`src/hdl/window_sigma_outlier_clamp_defines.svh`:
```
// Assertion macros for the window sigma outlier clamp.
// Included by the RTL files that carry concurrent checks; no dependencies.
`ifndef WINDOW_SIGMA_OUTLIER_CLAMP_DEFINES_SVH
`define WINDOW_SIGMA_OUTLIER_CLAMP_DEFINES_SVH

`ifndef SYNTH
`define WSOC_ASSERT(lbl, clk, rstn, prop, msg) \
	lbl: assert property (@(posedge clk) disable iff (!(rstn)) (prop)) else $error(msg);
`define WSOC_ASSERT_NEXT(lbl, clk, rstn, ante, cons, msg) \
	lbl: assert property (@(posedge clk) disable iff (!(rstn)) (ante) |=> (cons)) \
		else $error(msg);
`else
`define WSOC_ASSERT(lbl, clk, rstn, prop, msg)
`define WSOC_ASSERT_NEXT(lbl, clk, rstn, ante, cons, msg)
`endif

`endif

```
`src/hdl/wsoc_pkg.sv`:
```
// Shared sizes, codes, interface structs and helpers for the outlier clamp.
// No dependencies; imported by wsoc_chan_state, wsoc_stats, wsoc_divider and the top level.
`default_nettype none

package wsoc_pkg;

	localparam int CHANNELS    = 12;
	localparam int WINDOW      = 16;
	localparam int SAMPLE_BITS = 24;

	localparam int CH_W    = 4;
	localparam int SIG_W   = 8;
	localparam int SIG2_W  = 2 * SIG_W;
	localparam int PADDR_W = 3;
	localparam int MIN_FILL = 3;

	localparam int CIDX_W = (CHANNELS > 1) ? $clog2(CHANNELS) : 1;
	localparam int POS_W  = $clog2(WINDOW);
	localparam int N_W    = $clog2(WINDOW + 1);
	localparam int DEPTH  = CHANNELS * WINDOW;
	localparam int ADDR_W = $clog2(DEPTH);

	localparam int SUM_W  = SAMPLE_BITS + $clog2(WINDOW);
	localparam int SQ_W   = 2 * SAMPLE_BITS;
	localparam int SQS_W  = 2 * SAMPLE_BITS + $clog2(WINDOW);
	localparam int DIFF_W = SAMPLE_BITS + N_W + 1;
	localparam int DEV_W  = DIFF_W;
	localparam int LHS_W  = 2 * DEV_W + 8;
	localparam int S2_W   = 2 * SUM_W;
	localparam int NQ_W   = SQS_W + N_W;
	localparam int VAR_W  = NQ_W;
	localparam int RHS_W  = VAR_W + SIG2_W;
	localparam int CMP_W  = (RHS_W > LHS_W) ? RHS_W : LHS_W;
	localparam int DIVN_W = SUM_W + 1;
	localparam int DIVD_W = N_W + 1;

	localparam logic [SIG_W-1:0] SIGMA_RESET = 8'd48;

	localparam logic OP_FILTER = 1'b0;
	localparam logic OP_CLEAR  = 1'b1;

	typedef struct packed {
		logic              clear;
		logic              bump;
		logic [CIDX_W-1:0] cidx;
	} chs_cmd_t;

	typedef struct packed {
		logic [POS_W-1:0] pos;
		logic [N_W-1:0]   cnt_next;
	} chs_stat_t;

	typedef struct packed {
		logic              start;
		logic [CIDX_W-1:0] cidx;
		logic [N_W-1:0]    cnt;
	} stats_req_t;

	typedef struct packed {
		logic              start;
		logic [DIVN_W-1:0] dividend;
		logic [DIVD_W-1:0] divisor;
	} div_req_t;

	typedef struct packed {
		logic              done;
		logic [DIVN_W-1:0] quotient;
	} div_rsp_t;

	function automatic logic chan_ok(input logic [CH_W-1:0] c);
		return int'(c) < CHANNELS;
	endfunction

	function automatic logic [ADDR_W-1:0] win_addr(input logic [CIDX_W-1:0] c,
		input logic [POS_W-1:0] p);
		return ADDR_W'(int'(c) * WINDOW + int'(p));
	endfunction

endpackage

`default_nettype wire

```
`src/hdl/wsoc_stats.sv`:
```
// Window walk: reads a channel's stored samples one per cycle from the RAM,
// squares them and accumulates sum and sum of squares. Depends on wsoc_pkg.
`default_nettype none
`include "window_sigma_outlier_clamp_defines.svh"

module wsoc_stats import wsoc_pkg::*; (
	input  logic                          clk,
	input  logic                          arst_n,
	input  stats_req_t                    req,
	output logic [ADDR_W-1:0]             raddr,
	input  logic signed [SAMPLE_BITS-1:0] rdata,
	output logic                          done,
	output logic signed [SUM_W-1:0]       sum,
	output logic [SQS_W-1:0]              sumsq
);

	logic              issue_q;
	logic [N_W-1:0]    idx_q;
	logic [N_W-1:0]    cnt_q;
	logic [CIDX_W-1:0] cidx_q;
	logic              rv_s1, last_s1, rv_s2, last_s2;
	logic              last_issue;

	logic signed [SAMPLE_BITS-1:0] v_s2;
	logic signed [SQ_W-1:0]        sq_s2;
	logic signed [SUM_W-1:0]       sum_q;
	logic [SQS_W-1:0]              sumsq_q;

	assign last_issue = (idx_q == cnt_q - 1'b1);
	assign raddr      = win_addr(cidx_q, idx_q[POS_W-1:0]);
	assign done       = rv_s2 & last_s2;
	assign sum        = sum_q;
	assign sumsq      = sumsq_q;

	always_ff @(posedge clk or negedge arst_n) begin
		if (!arst_n) begin
			issue_q <= 1'b0;
			idx_q   <= '0;
			cnt_q   <= '0;
			cidx_q  <= '0;
			rv_s1   <= 1'b0;
			last_s1 <= 1'b0;
			rv_s2   <= 1'b0;
			last_s2 <= 1'b0;
		end else begin
			if (req.start) begin
				issue_q <= 1'b1;
				idx_q   <= '0;
				cnt_q   <= req.cnt;
				cidx_q  <= req.cidx;
			end else if (issue_q) begin
				idx_q <= idx_q + 1'b1;
				if (last_issue) begin
					issue_q <= 1'b0;
				end
			end
			// RAM data arrives in the cycle after the address
			rv_s1   <= issue_q;
			last_s1 <= issue_q & last_issue;
			rv_s2   <= rv_s1;
			last_s2 <= last_s1;
		end
	end

	always_ff @(posedge clk) begin
		if (rv_s1) begin
			v_s2  <= rdata;
			sq_s2 <= rdata * rdata;
		end
		if (req.start) begin
			sum_q   <= '0;
			sumsq_q <= '0;
		end else if (rv_s2) begin
			sum_q   <= sum_q + SUM_W'(v_s2);
			sumsq_q <= sumsq_q + SQS_W'($unsigned(sq_s2));
		end
	end

	`WSOC_ASSERT(a_idx_bound, clk, arst_n, issue_q |-> (idx_q < cnt_q), "read index past fill count")
	`WSOC_ASSERT(a_done_drained, clk, arst_n, done |-> (!issue_q && !rv_s1), "walk done with reads in flight")
	`WSOC_ASSERT_NEXT(a_start_issues, clk, arst_n, req.start, issue_q, "walk started without reads")

endmodule

`default_nettype wire

```
`config.mk`:
```
export PLATFORM = sky130hd
export DESIGN_NAME = wsoc_stats
export DESIGN_NICKNAME = d
export VERILOG_FILES = /design/src/hdl/wsoc_pkg.sv /design/src/hdl/wsoc_stats.sv
export VERILOG_INCLUDE_DIRS = /design/src /design/src/hdl
export SDC_FILE = /design/constraint.sdc
export NUM_CORES = 2
export LEC_CHECK = 0
export BUFFER_PORTS_ARGS = -buffer_cell sky130_fd_sc_hd__buf_2
export CAP_MARGIN = 20
export CORE_MARGIN = 4
export CORE_UTILIZATION = 59
export CTS_CLUSTER_SIZE = 28
export DETAILED_ROUTE_END_ITERATION = 12
export PLACE_DENSITY_LB_ADDON = 0.05
export SETUP_SLACK_MARGIN = 0.4
export SLEW_MARGIN = 25
export SYNTH_ARGS = -nofsm -noshare
export SYNTH_HDL_FRONTEND = slang
export SYNTH_SLANG_ARGS = --single-unit
export TNS_END_PERCENT = 50
```
`constraint.sdc`:
```
create_clock -name clk -period 2.85 [get_ports clk]
set_input_delay 0.4275 -clock clk [delete_from_list [all_inputs] [get_ports clk]]
set_output_delay 0.4275 -clock clk [all_outputs]
set_load 0.02 [all_outputs]
```
; ---- Yosys cells after proc, flatten, opt, wreduce, memory -nomap -nowiden
; Index checks and enable logic that the tools add are counted.
[classes]
div = 0
n_reduce_logical = 1
mul = 1
addsub = 5
n_mux = 5
n_bitwise = 2
shift = 0
order_cmp = 0
n_eq_ne = 1
[op_table]
columns = op, n
row1 = adder 52 x 48 -> 52 bit, 1
row2 = multiplier 24 x 24 -> 48 bit, 1
row3 = adder 28 x 24 -> 28 bit, 1
row4 = 2-to-1 mux 5 bit, 2
row5 = adder 8 x 4 -> 8 bit, 1
row6 = adder 5 x 1 -> 5 bit (second input constant), 1
row7 = == test 5 bit, 1
row8 = subtractor 5 x 1 -> 5 bit (second input constant), 1
row9 = 2-to-1 mux 1 bit, 3
row10 = AND 1 bit, 2
row11 = nonzero test 2 bit, 1
[totals]
out_inout_bits = 89
ramBits = 0
latch_bits = 0
rom_bits = 0
input_bits = 36
elab_cells = 27
reg_bits = 171
mem_count = 0

; ---- Depth between registers and ports, before layout
[depth]
word_depth = 5
ltp_mapped = 27
mapped_depth_nobuf = 25

; ---- Worst setup path after synthesis
; OpenSTA, ideal clock, no wires.
[synth_path]
kind = input to register
from = input port rdata[21]
to = register sq_s2[47] (data pin)
stages = 27
setup_slack_ps = -4116
setup_ps = 266
arrival_time_ps = 6701
cell_sequence = clkbuf_1 > inv_1 > nor2_1 > inv_1 > fa_1 > inv_1 > fa_1 > fa_1 > inv_1 > fa_1 > inv_1 > fa_1 > fa_1 > inv_1 > fa_1 > inv_1 > ha_1 > clkbuf_1 > nand3_1 > nor3_1 > nand2_1 > o211ai_1 > o21ai_1 > nand2_1 > o221ai_1 > o41ai_1 > xnor2_1
[synth_via]
elab_chain_len = 1
[synth_rtl]
columns = item, line_no
row1 = from (decl), wsoc_stats.sv:11  ; input logic signed [SAMPLE_BITS-1:0] rdata,
row2 = multiplier 24 x 24 -> 48 bit, wsoc_stats.sv:68  ; sq_s2 <= rdata * rdata;
row3 = to (signal assigned), wsoc_stats.sv:68
row4 = to (decl), wsoc_stats.sv:25  ; logic signed [SQ_W-1:0] sq_s2;
; Every way passes these cells.
; A chain may end at the register's enable or synchronous reset.

; ---- Worst setup path in the final report
[layout_path]
from = input port rdata[8]
to = register sq_s2[45] (data pin)
; Same word-level chain as after synthesis.

==> summary.txt <==
Critical path
  • CP Capture Type: flop
  • CP max stage cell: fa_1
  • CP Class: primary input to flop
  • Worst path max stage delay: 0.59 ns
  • Reg2reg start: v_s2[0]
  • Worst reg2reg endpoint: sum[27]
  • Most used cell, CP: fa_1
  • R2r setup slk: -0.24 ns
  • Startpoint type of the worst setup path: primary input
  • Crit-path max FO: 8
  • CP required: 3.16 ns
  • Worst Path Arrival: 6.61 ns
  • R2r worst-path depth: 12

Timing
  • Slew HR: 0.383
  • Slew @ Worst Pin: 0.924 ns
  • Unrepaired setup endpoints after global routing: yes
  • Fmax: 159 MHz
  • Final Cycle Share: 2.21
  • Minimum clock period: 6.30 ns
  • Fin. Hold Viols: 0
  • Fin worst setup slack: -3.45 ns
  • # setup viols final: 56
  • Worst Skew: 0.0127 ns
  • Final slew viol count: 0

Detailed routing
  • Drt drc: 0
  • 1st-iter DRT viols: 1,498
  • Routed vias/inst: 5.55
  • First-pass DRT Iterations: 5
  • WL final: 84.4 mm
  • DR vias: 23,862
  • WL/cell: 19.6 µm
  • Final ANT Viol Nets: 0

Die
  • DIE HEIGHT: 229 µm
  • DIE AREA: 52,500 µm²
  • Initial Util: 0.600
  • Num ports: 125
  • Core area: 48,000 µm²
  • # rows: 80
  • Die Wd: 229 µm

Final layout
  • Syn-to-layout area delta: 32.4%
  • Ratio of cells with drive above 1 in the final layout: 0.320
  • N_diodes: 0
  • Final #Nets: 4,489

Global route
  • Antenna violations before repair: 0
  • Vias in the first global route: 25,379
  • Grt total ovfl: 0
  • Overall fraction of global-route tracks in use: 0.315
  • Global-route wire length before repair: 132 mm
  • Largest net degree at the start of global routing: 65

Placement
  • Placer Congestion: 0.946
  • DP HPWL: 64.9 mm
  • Pre-CTS WS: -4.21 ns
  • # port buffers: 124

Yosys
  • Post-synth ARST share: 0.112
  • Post-Synthesis Cells: 3,047
  • Sequential fraction of the synthesis area: 0.145
  • Synthesis warning total: 0
  • Yosys reg bits: 169
  • Mean post-synth cell area: 9.46 µm²
  • Number of flops mapped to enable cells by yosys: 70
  • Synth cell types: 85
  • Top FF cell, synth: dfxtp_1
  • Net Count, Synth: 3,862
  • Post-Syn Area: 28,800 µm²

Status
  • Failing checks: setup timing
  • Status: finished with violations

Clock network
  • CTS Sinks: 169
  • Bufs on Longest Clock Path: 2
  • CTS H-tree lvls: 4
  • Number of buffers created by CTS: 17
  • Root Buffer: clkbuf_16
  • TritonCTS clock tree: built
  • Worst-path clk slew: 0.08 ns
  • Skew-Pair Late Insertion Delay: 0.46 ns

Worst hold path
  • Worst Hold Depth: 3
  • Hold Path Sink: cnt_q[1]
  • HP Class: primary input to flop
  • Hold path startpoint: req[1]

Run
  • Max cap viols: 0
-- worst max-delay path by stage --
| stage | start | endpoint |
|---|---|---|
| after floorplan | rdata[9] | sq_s2[45] |
| after global placement | rdata[11] | sq_s2[45] |
| after detailed placement | rdata[11] | sq_s2[45] |
| after CTS | rdata[23] | sq_s2[47] |
| final | rdata[8] | sq_s2[45] |
| after global routing | rdata[8] | sq_s2[45] |
-- routing by layer --
| layer | vias up | wire length, µm | track usage |
|---|---|---|---|
| met3 | 187 | 5590 | 0.0444 |
| met2 | 852 | 40900 | 0.529 |
| met5 | - | 0 | 0 |
| met1 | 12062 | 35000 | 0.433 |
| li1 | 10761 | - | - |
| met4 | 0 | 2910 | 0.0921 |
-- synth_stat cells (4+ instances only) --
cell      count  area, µm²
a211o_1       4       35.0
a211oi_1     23        173
a21o_1       64        480
a21oi_1     125        626
a221oi_1      4       35.0
a22o_1        5       43.8
a31o_2        5       43.8
a31oi_1      18        113
and2_1       99        619
and3_1        9       56.3
and4_1        4       35.0
buf_4         4       30.0
clkbuf_1     88        330
dfrtp_1      19        475
dfxtp_1      80       1600
edfxtp_1     70       2100
fa_1        556      11100
ha_1        223       2790
inv_1       710       2670
mux2_2        8       90.1
mux2i_1      35        350
nand2_1     272       1020
nand2b_1     22        138
nand3_1      29        145
nand4_1      17        106
nor2_1      148        556
nor2b_1      24        150
nor3_1       35        175
nor4_1        7       43.8
o211ai_1     15        113
o21a_1       11       82.6
o21ai_0      60        300
o21ai_1      18       90.1
o21bai_1     18        135
o31a_1        4       35.0
o31ai_1       7       52.6
or2_2         4       25.0
or3_1         7       43.8
xnor2_1      77        674
xor2_1       47        412
-- per-stage QoR --
step / area [µm²] / utilization / setup TNS [ns] / std cells / hold slack, ns
2_1_floorplan: 29600 / - / -118.95 / 3047 / 0.132
3_3_place_gp: 34100 / 0.710 / -152.08 / 4179 / 0.352
3_5_place_dp: 34100 / 0.710 / -154.41 / 4179 / 0.350
4_1_cts: 36900 / 0.768 / -118.89 / 4263 / 0.177
5_1_grt: 38200 / 0.795 / -131.23 / 4302 / 0.191
6_report: 38200 / 0.795 / -123.49 / 4302 / 0.198
-- kinds of logic after synthesis --
family | count (synthesis) | share of synthesized area
AOI/OAI and AO/OA | 427 | 0.0984
xor gates and xnor gates | 124 | 0.0377
adders and majority gates | 779 | 0.483
buffers and inverters | 809 | 0.107
DFF | 169 | 0.145
muxes | 44 | 0.0157
and+or+nand+nor | 695 | 0.113
-- flip-flops by register name (all words and copies together), names as in the netlist, 4 cells and up --
| signal | cells |
|---|---|
| idx_q | 5 |
| v_s2 | 24 |
| sq_s2 | 46 |
| cnt_q | 5 |
| sumsq | 52 |
| sum | 28 |
| cidx_q | 4 |
-- final cells by class --
cell class | instances | area, µm²
fillers | 3106 | 9860
repair buffers | 707 | 5960
multi-input cells | 2069 | 24000
well taps | 615 | 769
inverters | 710 | 2680
clock inverters | 15 | 188
clock buffers | 17 | 425
flip-flops and latches | 169 | 4180
-- cells in the final DEF, fill, tap and decap left out, types with 55 or more instances in the layout --
cell type	n
a21o_1	64
xnor2_1	67
ha_1	159
inv_1	652
nor2_1	126
a21oi_1	93
ha_4	59
buf_2	100
fa_1	522
edfxtp_1	70
and2_1	62
buf_4	481
dfxtp_1	80
buf_6	70
nand2_1	224
inv_2	55
-- worst max-delay path, delay by kind of cell --
family                   cells  cell delay (ns)
AO/OA/AOI/OAI                6             0.94
buffers and inverters        7             1.02
adder cells (fa/ha/maj)      8             3.45
AND/OR/NAND/NOR              4             0.76
-- what timing repair did --
action	in CTS	in global routing
setup endpoints to repair	97	98
endpoints found under the hold margin	19	0
hold buffers	1	0
pin swaps	166	181
buffers inserted	49	36
resized for setup	357	206
cloned	2	3
Power is left out: the tool's default activity adds up to more than one toggle a clock period on the data nets, which glitch-free logic cannot reach.
