<file path="config.mk">
export PLATFORM = sky130hd
export DESIGN_NAME = wsoc_chan_state
export DESIGN_NICKNAME = d
export VERILOG_FILES = /design/src/hdl/wsoc_pkg.sv /design/src/hdl/wsoc_chan_state.sv
export VERILOG_INCLUDE_DIRS = /design/src /design/src/hdl
export SDC_FILE = /design/constraint.sdc
export NUM_CORES = 1
export LEC_CHECK = 0
export BUFFER_PORTS_ARGS = -buffer_cell sky130_fd_sc_hd__buf_2
export CAP_MARGIN = 20
export CORE_MARGIN = 2
export CORE_UTILIZATION = 60
export CTS_CLUSTER_SIZE = 20
export DETAILED_ROUTE_END_ITERATION = 6
export PLACE_DENSITY_LB_ADDON = 0.1
export SYNTH_ARGS = -nofsm -noshare
export SYNTH_HDL_FRONTEND = slang
export SYNTH_SLANG_ARGS = --single-unit
</file>
<file path="constraint.sdc">
create_clock -name clk -period 6.4 [get_ports clk]
set_input_delay 0.32 -clock clk [delete_from_list [all_inputs] [get_ports clk]]
set_output_delay 0.32 -clock clk [all_outputs]
set_load 0.05 [all_outputs]
</file>
<file path="src/hdl/window_sigma_outlier_clamp_defines.svh">
// Assertion macros for the window sigma outlier clamp.
// Included by the RTL files that carry concurrent checks; no dependencies.
`ifndef WINDOW_SIGMA_OUTLIER_CLAMP_DEFINES_SVH
`define WINDOW_SIGMA_OUTLIER_CLAMP_DEFINES_SVH

`ifndef SYNTH
`define WSOC_ASSERT(lbl, clk, rstn, prop, msg) \
	lbl: assert property (@(posedge clk) disable iff (!(rstn)) (prop)) else $error(msg);
`define WSOC_ASSERT_NEXT(lbl, clk, rstn, ante, cons, msg) \
	lbl: assert property (@(posedge clk) disable iff (!(rstn)) (ante) |=> (cons)) \
		else $error(msg);
`else
`define WSOC_ASSERT(lbl, clk, rstn, prop, msg)
`define WSOC_ASSERT_NEXT(lbl, clk, rstn, ante, cons, msg)
`endif

`endif

</file>
<file path="src/hdl/wsoc_pkg.sv">
// Shared sizes, codes, interface structs and helpers for the outlier clamp.
// No dependencies; imported by wsoc_chan_state, wsoc_stats, wsoc_divider and the top level.
`default_nettype none

package wsoc_pkg;

	localparam int CHANNELS    = 12;
	localparam int WINDOW      = 16;
	localparam int SAMPLE_BITS = 24;

	localparam int CH_W    = 4;
	localparam int SIG_W   = 8;
	localparam int SIG2_W  = 2 * SIG_W;
	localparam int PADDR_W = 3;
	localparam int MIN_FILL = 3;

	localparam int CIDX_W = (CHANNELS > 1) ? $clog2(CHANNELS) : 1;
	localparam int POS_W  = $clog2(WINDOW);
	localparam int N_W    = $clog2(WINDOW + 1);
	localparam int DEPTH  = CHANNELS * WINDOW;
	localparam int ADDR_W = $clog2(DEPTH);

	localparam int SUM_W  = SAMPLE_BITS + $clog2(WINDOW);
	localparam int SQ_W   = 2 * SAMPLE_BITS;
	localparam int SQS_W  = 2 * SAMPLE_BITS + $clog2(WINDOW);
	localparam int DIFF_W = SAMPLE_BITS + N_W + 1;
	localparam int DEV_W  = DIFF_W;
	localparam int LHS_W  = 2 * DEV_W + 8;
	localparam int S2_W   = 2 * SUM_W;
	localparam int NQ_W   = SQS_W + N_W;
	localparam int VAR_W  = NQ_W;
	localparam int RHS_W  = VAR_W + SIG2_W;
	localparam int CMP_W  = (RHS_W > LHS_W) ? RHS_W : LHS_W;
	localparam int DIVN_W = SUM_W + 1;
	localparam int DIVD_W = N_W + 1;

	localparam logic [SIG_W-1:0] SIGMA_RESET = 8'd48;

	localparam logic OP_FILTER = 1'b0;
	localparam logic OP_CLEAR  = 1'b1;

	typedef struct packed {
		logic              clear;
		logic              bump;
		logic [CIDX_W-1:0] cidx;
	} chs_cmd_t;

	typedef struct packed {
		logic [POS_W-1:0] pos;
		logic [N_W-1:0]   cnt_next;
	} chs_stat_t;

	typedef struct packed {
		logic              start;
		logic [CIDX_W-1:0] cidx;
		logic [N_W-1:0]    cnt;
	} stats_req_t;

	typedef struct packed {
		logic              start;
		logic [DIVN_W-1:0] dividend;
		logic [DIVD_W-1:0] divisor;
	} div_req_t;

	typedef struct packed {
		logic              done;
		logic [DIVN_W-1:0] quotient;
	} div_rsp_t;

	function automatic logic chan_ok(input logic [CH_W-1:0] c);
		return int'(c) < CHANNELS;
	endfunction

	function automatic logic [ADDR_W-1:0] win_addr(input logic [CIDX_W-1:0] c,
		input logic [POS_W-1:0] p);
		return ADDR_W'(int'(c) * WINDOW + int'(p));
	endfunction

endpackage

`default_nettype wire

</file>
<file path="src/hdl/wsoc_chan_state.sv">
// Per-channel ring write position and fill count.
// Depends on wsoc_pkg and the assertion macro header.
`default_nettype none
`include "window_sigma_outlier_clamp_defines.svh"

module wsoc_chan_state import wsoc_pkg::*; (
	input  logic      clk,
	input  logic      arst_n,
	input  chs_cmd_t  cmd,
	output chs_stat_t stat
);

	logic [POS_W-1:0] pos_q [CHANNELS];
	logic [N_W-1:0]   cnt_q [CHANNELS];

	logic             in_range;
	logic [POS_W-1:0] pos_rd;
	logic [N_W-1:0]   cnt_rd;

	assign in_range = int'(cmd.cidx) < CHANNELS;
	assign pos_rd   = in_range ? pos_q[cmd.cidx] : '0;
	assign cnt_rd   = in_range ? cnt_q[cmd.cidx] : '0;

	// fill count saturates once the window is full
	assign stat.pos      = pos_rd;
	assign stat.cnt_next = (cnt_rd == N_W'(WINDOW)) ? cnt_rd : cnt_rd + 1'b1;

	always_ff @(posedge clk or negedge arst_n) begin
		if (!arst_n) begin
			for (int c = 0; c < CHANNELS; c++) begin
				pos_q[c] <= '0;
				cnt_q[c] <= '0;
			end
		end else if (cmd.clear) begin
			for (int c = 0; c < CHANNELS; c++) begin
				pos_q[c] <= '0;
				cnt_q[c] <= '0;
			end
		end else if (cmd.bump) begin
			pos_q[cmd.cidx] <= (pos_rd == POS_W'(WINDOW - 1)) ? '0 : pos_rd + 1'b1;
			cnt_q[cmd.cidx] <= stat.cnt_next;
		end
	end

	// until the window wraps, the write position equals the fill count
	`WSOC_ASSERT(a_pos_tracks_fill, clk, arst_n, in_range && (cnt_rd != N_W'(WINDOW)) |-> (pos_rd == POS_W'(cnt_rd)), "write position out of step with fill count")

endmodule

`default_nettype wire

</file>
== Word-level counts from Yosys, hierarchy flattened ==
Cells that the tools add are included.
W data, S select, Z words.
Storage, ports and cells
  register bits after elaboration: 108
  word-level logic and storage cells: 54
  output and inout port bits: 9
  bits of input ports: 8
Cells by class
  reductions and logical operators: 2
  equality and inequality tests: 2
  magnitude comparators: 3
  add/sub/neg operators: 2
  bitwise operators: 1
  muxes and demuxes: 20
Operators with widths (count)
  $mux W60: 2
  $mux W48: 2
  $bwmux W60: 1
  $bwmux W48: 1
  $mux W5: 5
  $bmux W5 S4: 1
  $demux W5 S4: 1
  $mux W4: 5
  $bmux W4 S4: 1
  $demux W4 S4: 1
  $add A5 B1 Y5 const B: 1
  $eq A5 B5 Y1 const B: 1
  $ge A5 B5 Y1 const B: 1
  $lt A5 B1 Y1 const B: 1
  $not A4 Y5: 1
  $add A4 B1 Y4 const B: 1
  $eq A4 B4 Y1 const B: 1
  $lt A4 B4 Y1 const B: 1
  $reduce_bool A2 Y1: 1
  $logic_and A1 B1 Y1: 1

== Longest topological paths before layout ==
Gate-level depths: netlist of the first run.
  word-level depth: 10
  mapped depth: 12
  depth with buffers taken out: 8

== Worst setup path before layout of the first run ==
No wires, ideal clock.
  path type: input to output
  start point: in cmd[0] (netlist bit)
  end point: out stat[2] (netlist bit)
  path buffers: 5
  arrival time: 3.494 ns
  data required time: 6.080 ns
  slack: 2.586 ns
  cell stages on the path: 10
  path through: buf_6 -> buf_4 -> mux4_2 -> a22oi_1 -> nand2_1 -> clkbuf_1 -> ha_1 -> clkbuf_1 -> clkbuf_1 -> o21ai_0
RTL lines
  start, declared: line wsoc_chan_state.sv:9  | input chs_cmd_t cmd,
  end, declared: line wsoc_chan_state.sv:10  | output chs_stat_t stat

==> reports/qor.csv, run 1 <==
metric;value;unit
status;complete, no violations;
vias_per_cell;7.28;
power_frac_comb;0.082;
maxCapViolCount;0;
syn_avg_cell_area;10.5;µm²
detail-route-antenna-nets;0;
vias;5122;
power.density;184;nW/µm²
syn_to_final_growth;5.12;%
die_y;105;µm
io_buffer_count;16;
yosysSeqAreaShare;0.442;
required;6.08;ns
period_needed;4.13;ns
internal_power;856;µW
max_freq;242;MHz
dr.pass1.iters;6;
synth.area.top_cells;dfrtp_1 44%, mux4_2 9.2%, a22o_1 7.5%;
grt.busiest_layer;met1;
wl_per_cell;25.6;µm
tns;0;ns
ys_seq_elements;108;
crit_type;in2out;
maxSlewViolCount;0;
coreArea;9820;µm²
cp.arrival;3.81;ns
grt_pass1_vias;4878;
clk_latency;0.41;ns
cts_made_buffers;9;
drc;0;
hold_violations;0;
antenna_found_initial;0;
finalSetupViolations;0;
slew_headroom;0.178;
cts_max_level;3;
cts_tree;yes;
seqPwrFrac;0.580;
worst_r2r_path_depth;6;
yosysUniqueCellTypes;43;
tightestPinTransition;1.23;ns
reg2reg_from;pos_q[7]$_DFFE_PN0P_;
r2r_slack;3.06;ns
yosysWarnings;0;
dieArea;11000;µm²
rsz0062_at_grt;false;
synth_cells;583;
netlist.top_cell.by_area;dfrtp_1;
postRouteWirelength;18000;µm
crit_path_start_kind;input port;
pre_cts_slack;1.96;ns
skew;0.0236;ns
cp_max_fo;31;
clock_path_buffers;2;
hpwl;11100;µm
overflow;0;
ys.flop_type;dfrtp_1;
grt_util_met3;0.0917;
layout.nets;577;
pwr-share-clk;0.338;
cts_sinks;108;
synth_nets;594;
antenna_cells;0;
postCtsSetupRepairBufs;0;
grtUsageTotal;0.341;
drt_iter0_markers;539;
layout-drive-gt1-share;0.144;
syn_area;6110;µm²
num_io_pins;17;
fill_cells;775;
end_kind;primary output;
clk_transition_reported_paths;0.11;ns
die_x;105;µm
power.switching;328;µW
synth_top_cell_area_share;0.442;
synth_edf_count;0;
r2r-end;pos_q[40]$_DFFE_PN0P_;
grt_start_max_net_pins;87;
hold_path.class;in2async;
setup_ws;2.27;ns
start_util;0.622;
grt_use_met1;0.517;
netSwitchingFraction;0.277;
min_period_over_period;0.645;
rows;36;
grt_first_pass_wirelength;28300;µm
gp_congestion;0.846;
cts-root-buf;clkbuf_8;
met2_usage;0.487;
p_leak;2.69;nW
async_reset_ff_frac;1.00;
peakVddDrop;190;µV
==> cell type report <==
class | instances | area, µm² | area share
clock buffer | 10 | 128 | 0.0199
clock inverter | 6 | 46.3 | 0.00721
inverter | 4 | 15.0 | 0.00234
multi-input combinational | 407 | 3090 | 0.482
sequential | 108 | 2700 | 0.421
tap | 133 | 166 | 0.0259
timing repair buffer | 36 | 272 | 0.0423
==> sequential cells by signal, indices dropped and copies added, names as in the netlist <==
signal,flops
cnt_q,60
pos_q,48
==> worst max path at each step <==
stage / endpoint / depth (start not counted) / slack, ns / start
after global routing: stat[0] / 10 / 2.02 / cmd[1]
after CTS: stat[0] / 10 / 1.93 / cmd[0]
after global placement: stat[0] / 10 / 2.09 / cmd[0]
after floorplan: stat[2] / 10 / 2.59 / cmd[0]
after detailed placement: stat[0] / 10 / 1.96 / cmd[0]
final: stat[0] / 10 / 2.27 / cmd[1]
==> cells by family after synthesis <==
| group | Yosys count | share of synthesized area |
|---|---|---|
| flip-flops | 108 | 0.442 |
| adder cells (fa/ha/maj) | 3 | 0.00614 |
| buffers and inverters | 68 | 0.0518 |
| AO/OA/AOI/OAI | 178 | 0.242 |
| multiplexers | 27 | 0.101 |
| XOR/XNOR | 4 | 0.00574 |
| AND/OR/NAND/NOR | 195 | 0.151 |
==> cell usage in the layout (no fill, tap or decap), drive strengths merged, types with 3 or more instances in the layout <==
cell | netlist | final
xnor2 | 3 | 3
a21oi | 12 | 12
a22o | 52 | 52
mux4 | 27 | 27
dfrtp | 108 | 108
o211ai | 49 | 49
and2 | 18 | 18
a211oi | 3 | 3
buf | 28 | 35
a311o | 12 | 12
nand4 | 21 | 21
ha | 3 | 3
nor3b | 3 | 3
inv | 4 | 7
or4 | 9 | 9
a22oi | 7 | 7
nand3 | 14 | 14
a41o | 12 | 12
a32oi | 3 | 3
clkbuf | 36 | 10
o311ai | 12 | 12
nand2 | 118 | 118
nor2 | 3 | 3
o31ai | 12 | 12
==> repair_timing <==
| item | in CTS | in global routing |
|---|---|---|
| gates resized for setup | 0 | 0 |
| hold buffers | 1 | 0 |
| hold endpoints to repair | 22 | 0 |
==> power groups by stage <==
stage	Clock (mW)	Combinational, mW	Sequential, mW
2_1_floorplan	0	0.0471	0.700
3_3_place_gp	0	0.0853	0.700
3_5_place_dp	0	0.0871	0.701
4_1_cts	0.401	0.0878	0.687
5_1_grt	0.437	0.103	0.688
6_report	0.401	0.0967	0.687
==> per-layer routing <==
| layer | up-vias | share of wire | wire (µm) |
|---|---|---|---|
| met1 | 2521 | 0.40 | 7260 |
| met3 | 34 | 0.12 | 2240 |
| li1 | 2221 | - | - |
| met5 | - | 0 | 0 |
| met4 | 0 | 0.019 | 346 |
| met2 | 346 | 0.45 | 8170 |
==> cells in the mapped netlist (all sizes together), types with 2 or more instances <==
master	count
a311o	12
clkbuf	36
a21oi	12
nand2	118
o211ai	49
and3b	2
or4	9
o311ai	12
a22oi	7
a41o	12
nand4	21
o21ai	2
xnor2	3
o31ai	12
nor2	3
mux4	27
ha	3
inv	4
nor3b	3
or2	2
and2	18
a211oi	3
nor2b	2
buf	28
dfrtp	108
nand3	14
a32oi	3
a22o	52
==> worst max-delay path: stages <==
cell,delay [ns]
buf_2,0.63
mux4_2,0.41
a22oi_1,0.22
nand2_1,0.36
inv_1,0.42
ha_1,0.21
o21ai_1,0.27
or3_4,0.52
xnor2_1,0.15
buf_2,0.28
==> through the flow <==
| stage | utilization | instances | power (mW) | instance area, µm² | hold WS, ns |
|---|---|---|---|---|---|
| detailed placement | 0.625 | 678 | 0.788 | 6140 | 0.224 |
| floorplan | - | 583 | 0.747 | 6110 | 0.0244 |
| global placement | 0.624 | 677 | 0.786 | 6130 | 0.219 |
| CTS | 0.644 | 695 | 1.18 | 6320 | 0.343 |
| global route | 0.654 | 704 | 1.23 | 6420 | 0.351 |
| finish | 0.654 | 704 | 1.18 | 6420 | 0.335 |
No activity file was read; power rests on OpenSTA's default activity.
==> inputs of run 2 (changes only) <==
Settings changed: CORE_UTILIZATION 60 to 57.
Clock period 6.4 ns to 3.4 ns, I/O delays scaled along.
==> reports/qor.csv, run 2 (synthesized netlist as in run 1, its figures left out) <==
metric;value;unit
finalSetupViolations;0;
end_kind;primary output;
postRouteWirelength;19200;µm
wl_per_cell;26.5;µm
start_util;0.589;
drt_iter0_markers;507;
crit_path_start_kind;flop;
tns;0;ns
overflow;0;
postCtsSetupRepairBufs;0;
detail-route-antenna-nets;0;
clk_latency;0.40;ns
mostFrequentLayoutCells;118 x nand2_1, 108 x dfrtp_1, 52 x a22o_1;
crit_type;reg2out;
reg_top3;cnt_q (60), pos_q (48);
largest_register_ff_count;60;
cp.arrival;2.99;ns
layout-drive-gt1-share;0.166;
clk_transition_reported_paths;0.10;ns
clock_path_buffers;2;
num_io_pins;17;
maxCapViolCount;0;
required;3.23;ns
io_buffer_count;16;
vias_per_cell;7.26;
slew_headroom;0.335;
period_needed;3.16;ns
dieArea;11600;µm²
peakVddDrop;290;µV
dr.pass1.iters;7;
power.density;338;nW/µm²
regMostFlops;cnt_q;
rows;37;
max_freq;317;MHz
cts_made_buffers;9;
cts-root-buf;clkbuf_8;
grtUsageTotal;0.357;
gp_congestion;0.900;
vias;5269;
tightestPinTransition;0.990;ns
hold_path.class;in2reg;
grt_start_max_net_pins;63;
drc;0;
p_leak;2.77;nW
setup_ws;0.245;ns
maxSlewViolCount;0;
syn_to_final_growth;6.94;%
coreArea;10400;µm²
cp_max_fo;13;
hold_violations;0;
status;complete, no violations;
cts_max_level;3;
grt_pass1_vias;5289;
hpwl;12600;µm
antenna_cells;0;
cts_tree;yes;
pre_cts_slack;0.356;ns
cts_sinks;108;
skew;0.0111;ns
fin_util;0.630;
grt_first_pass_wirelength;30300;µm
die_y;108;µm
layout.nets;596;
antenna_found_initial;0;
min_period_over_period;0.928;
final_common_cell;nand2_1;
timing.hold.ws;0.343;ns
die_x;108;µm
rsz0062_at_grt;false;
[run 2: cell types whose count changed in the layout (fill, tap and decap cells not counted), sizes merged]
cell and change:
clkinv +1, inv -3, clkinvlp -2, buf +19
clkbuf +4
[run 2: final timing paths]
| path | from | endpoint | slack [ns] | cells past startpoint |
|---|---|---|---|---|
| hold / removal | cmd[5] | cnt_q[24]$_DFFE_PN0P_ | 0.34 | 4 |
| hold reg to reg | cnt_q[35]$_DFFE_PN0P_ | cnt_q[35]$_DFFE_PN0P_ | 0.51 | 2 |
| max in group asynchronous | arst_n | pos_q[31]$_DFFE_PN0P_ | 2.15 | 3 |
| setup reg to reg | cnt_q[15]$_DFFE_PN0P_ | cnt_q[2]$_DFFE_PN0P_ | 0.69 | 9 |
| setup / recovery | cnt_q[15]$_DFFE_PN0P_ | stat[0] | 0.24 | 9 |
| min in group asynchronous | arst_n | pos_q[33]$_DFFE_PN0P_ | 0.40 | 2 |
[run 2: layout make-up]
cell class | count | area, µm²
Fill cell | 857 | 3840
Multi-Input combinational cell | 407 | 3090
Sequential cell | 108 | 2700
Timing Repair Buffer | 55 | 390
Tap cell | 136 | 170
Clock buffer | 14 | 153
Inverter | 4 | 15.0
Clock inverter | 2 | 10.0
[run 2: timing repair]
item,4_1_cts,5_1_grt
gates resized for setup,0,0
hold buffers,1,0
endpoints found under the hold margin,60,0
[run 2: layer usage]
metal  routed length, µm  part of all wire  up-vias  track usage
li1                    -                 -     2254            -
met1                7130              0.37     2619        0.450
met2                9220              0.48      322        0.556
met3                1920              0.10       74        0.105
met4                 970             0.050        0        0.191
met5                   0                 0        -            0
[run 2: worst max-delay path, cell delays in order, from the launching register on]
cell	delay (ns)
dfrtp_1	0.40
mux4_2	0.45
a22oi_1	0.24
nand2_1	0.26
inv_1	0.15
ha_1	0.15
o21ai_1	0.07
or3_4	0.43
xnor2_1	0.16
buf_2	0.28
[run 2: power breakdown]
| group | internal (mW) | switching (mW) |
|---|---|---|
| Clock | 0.286 | 0.437 |
| Combinational | 0.0509 | 0.138 |
| Sequential | 1.29 | 0.00355 |
| Total | 1.63 | 0.578 |
[run 2: stage by stage]
stage / instance area (µm²) / total power [mW] / instances
2_1_floorplan: 6110 / 1.41 / 583
3_3_place_gp: 6360 / 1.50 / 709
3_5_place_dp: 6360 / 1.50 / 709
4_1_cts: 6530 / 2.22 / 726
5_1_grt: 6530 / 2.27 / 726
6_report: 6530 / 2.21 / 726
==> inputs of run 3 (changes only) <==
==> constraint.sdc (replaced) <==
create_clock -name clk -period 3.4 [get_ports clk]
set_input_delay 0.51 -clock clk [delete_from_list [all_inputs] [get_ports clk]]
set_output_delay 0.51 -clock clk [all_outputs]
set_load 0.05 [all_outputs]
==> reports/qor.csv, run 3 (synthesized netlist as in run 1, its figures left out) <==
metric;value;unit
coreArea;10400;µm²
cts_made_buffers;9;
clk_latency;0.40;ns
ctsHoldBuffers;0;
status;complete, no violations;
maxCapViolCount;0;
peakVddDrop;401;µV
grt_start_max_net_pins;58;
slowest_delay;0.58;ns
rsz0062_at_grt;false;
dieArea;11600;µm²
slew_headroom;0.312;
layout.nets;609;
hpwl;13000;µm
num_io_pins;17;
min_period_over_period;0.963;
overflow;0;
rows;37;
detail-route-antenna-nets;0;
tightestPinTransition;1.02;ns
mostFrequentLayoutCells;117 x nand2_1, 108 x dfrtp_1, 52 x a22o_1;
cts_sinks;108;
grt_first_pass_wirelength;30600;µm
grt_pass1_vias;5263;
drc;0;
skew;0.0144;ns
grtUsageTotal;0.362;
clk_transition_reported_paths;0.11;ns
hold_path.class;in2async;
maxSlewViolCount;0;
crit_family;buffers and inverters;
wl_per_cell;26.9;µm
cp.arrival;2.76;ns
vias_per_cell;7.30;
postCtsSetupRepairBufs;0;
die_y;108;µm
period_needed;3.27;ns
antenna_cells;0;
required;2.89;ns
io_buffer_count;16;
reg_top3;cnt_q (60), pos_q (48);
dr.pass1.iters;6;
finalSetupViolations;0;
layout-drive-gt1-share;0.206;
crit_type;in2out;
tns;0;ns
cts_resized;0;
crit_path_start_kind;input port;
syn_to_final_growth;10.6;%
path_buf_inv;4;
crit_chain;buf_2 > buf_4 > mux4_1 > a22o_1 > or2_1 > buf_4 > nand3_1 > xnor2_1 > buf_2;
cts_tree;yes;
cts_max_level;3;
drt_iter0_markers;999;
power.density;344;nW/µm²
max_freq;305;MHz
antenna_found_initial;0;
hold_violations;0;
p_leak;2.88;nW
end_kind;primary output;
final_common_cell;nand2_1;
vias;5391;
cp_max_fo;26;
cp_slowest_cell;mux4_1;
clock_path_buffers;2;
fin_total_pwr;2.32;mW
gp_congestion;0.953;
cts-root-buf;clkbuf_8;
start_util;0.589;
die_x;108;µm
regMostFlops;cnt_q;
largest_register_ff_count;60;
postRouteWirelength;19800;µm
run 3: final timing paths:
kind,start,endpoint,slack [ns],depth (start not counted)
hold reg to reg,cnt_q[40]$_DFFE_PN0P_,cnt_q[40]$_DFFE_PN0P_,0.51,2
setup reg to reg,pos_q[32]$_DFFE_PN0P_,pos_q[46]$_DFFE_PN0P_,0.68,7
setup / recovery,cmd[0],stat[3],0.13,9
hold / removal,arst_n,cnt_q[23]$_DFFE_PN0P_,0.17,1
min in group clk,cnt_q[40]$_DFFE_PN0P_,cnt_q[40]$_DFFE_PN0P_,0.51,2
max in group asynchronous,arst_n,cnt_q[29]$_DFFE_PN0P_,2.37,2
run 3: layer usage:
metal  track usage  up-vias  part of all wire
met4         0.137        0             0.033
met2         0.559      368              0.48
met3        0.0835       57              0.11
li1              -     2280                 -
met5             0        -                 0
met1         0.500     2686              0.38
run 3: area by class of cell:
cell class	count	area, µm²
Tap cell	136	170
Sequential cell	108	2700
Clock inverter	4	56.3
Clock buffer	11	141
Inverter	4	15.0
Multi-Input combinational cell	407	3170
Timing Repair Buffer	68	504
Fill cell	833	3610
run 3: stage by stage:
stage / hold WS, ns / instance area (µm²) / util / setup slack [ns] / std cells
after global routing: 0.213 / 6760 / 0.651 / 0.0275 / 738
after floorplan: 0.214 / 6190 / - / -0.0148 / 583
after detailed placement: 0.467 / 6540 / 0.631 / 0.0681 / 723
final: 0.174 / 6760 / 0.651 / 0.126 / 738
after CTS: 0.197 / 6740 / 0.650 / 0.0605 / 738
after global placement: 0.467 / 6540 / 0.631 / 0.109 / 723
run 3: report_power, final:
| group | leakage, nW | total [mW] | switching [mW] | internal, mW |
|---|---|---|---|---|
| clock network | 0.101 | 0.826 | 0.460 | 0.366 |
| logic | 1.27 | 0.201 | 0.141 | 0.0596 |
| registers | 1.51 | 1.29 | 0.00380 | 1.29 |
| total | 2.88 | 2.32 | 0.605 | 1.72 |
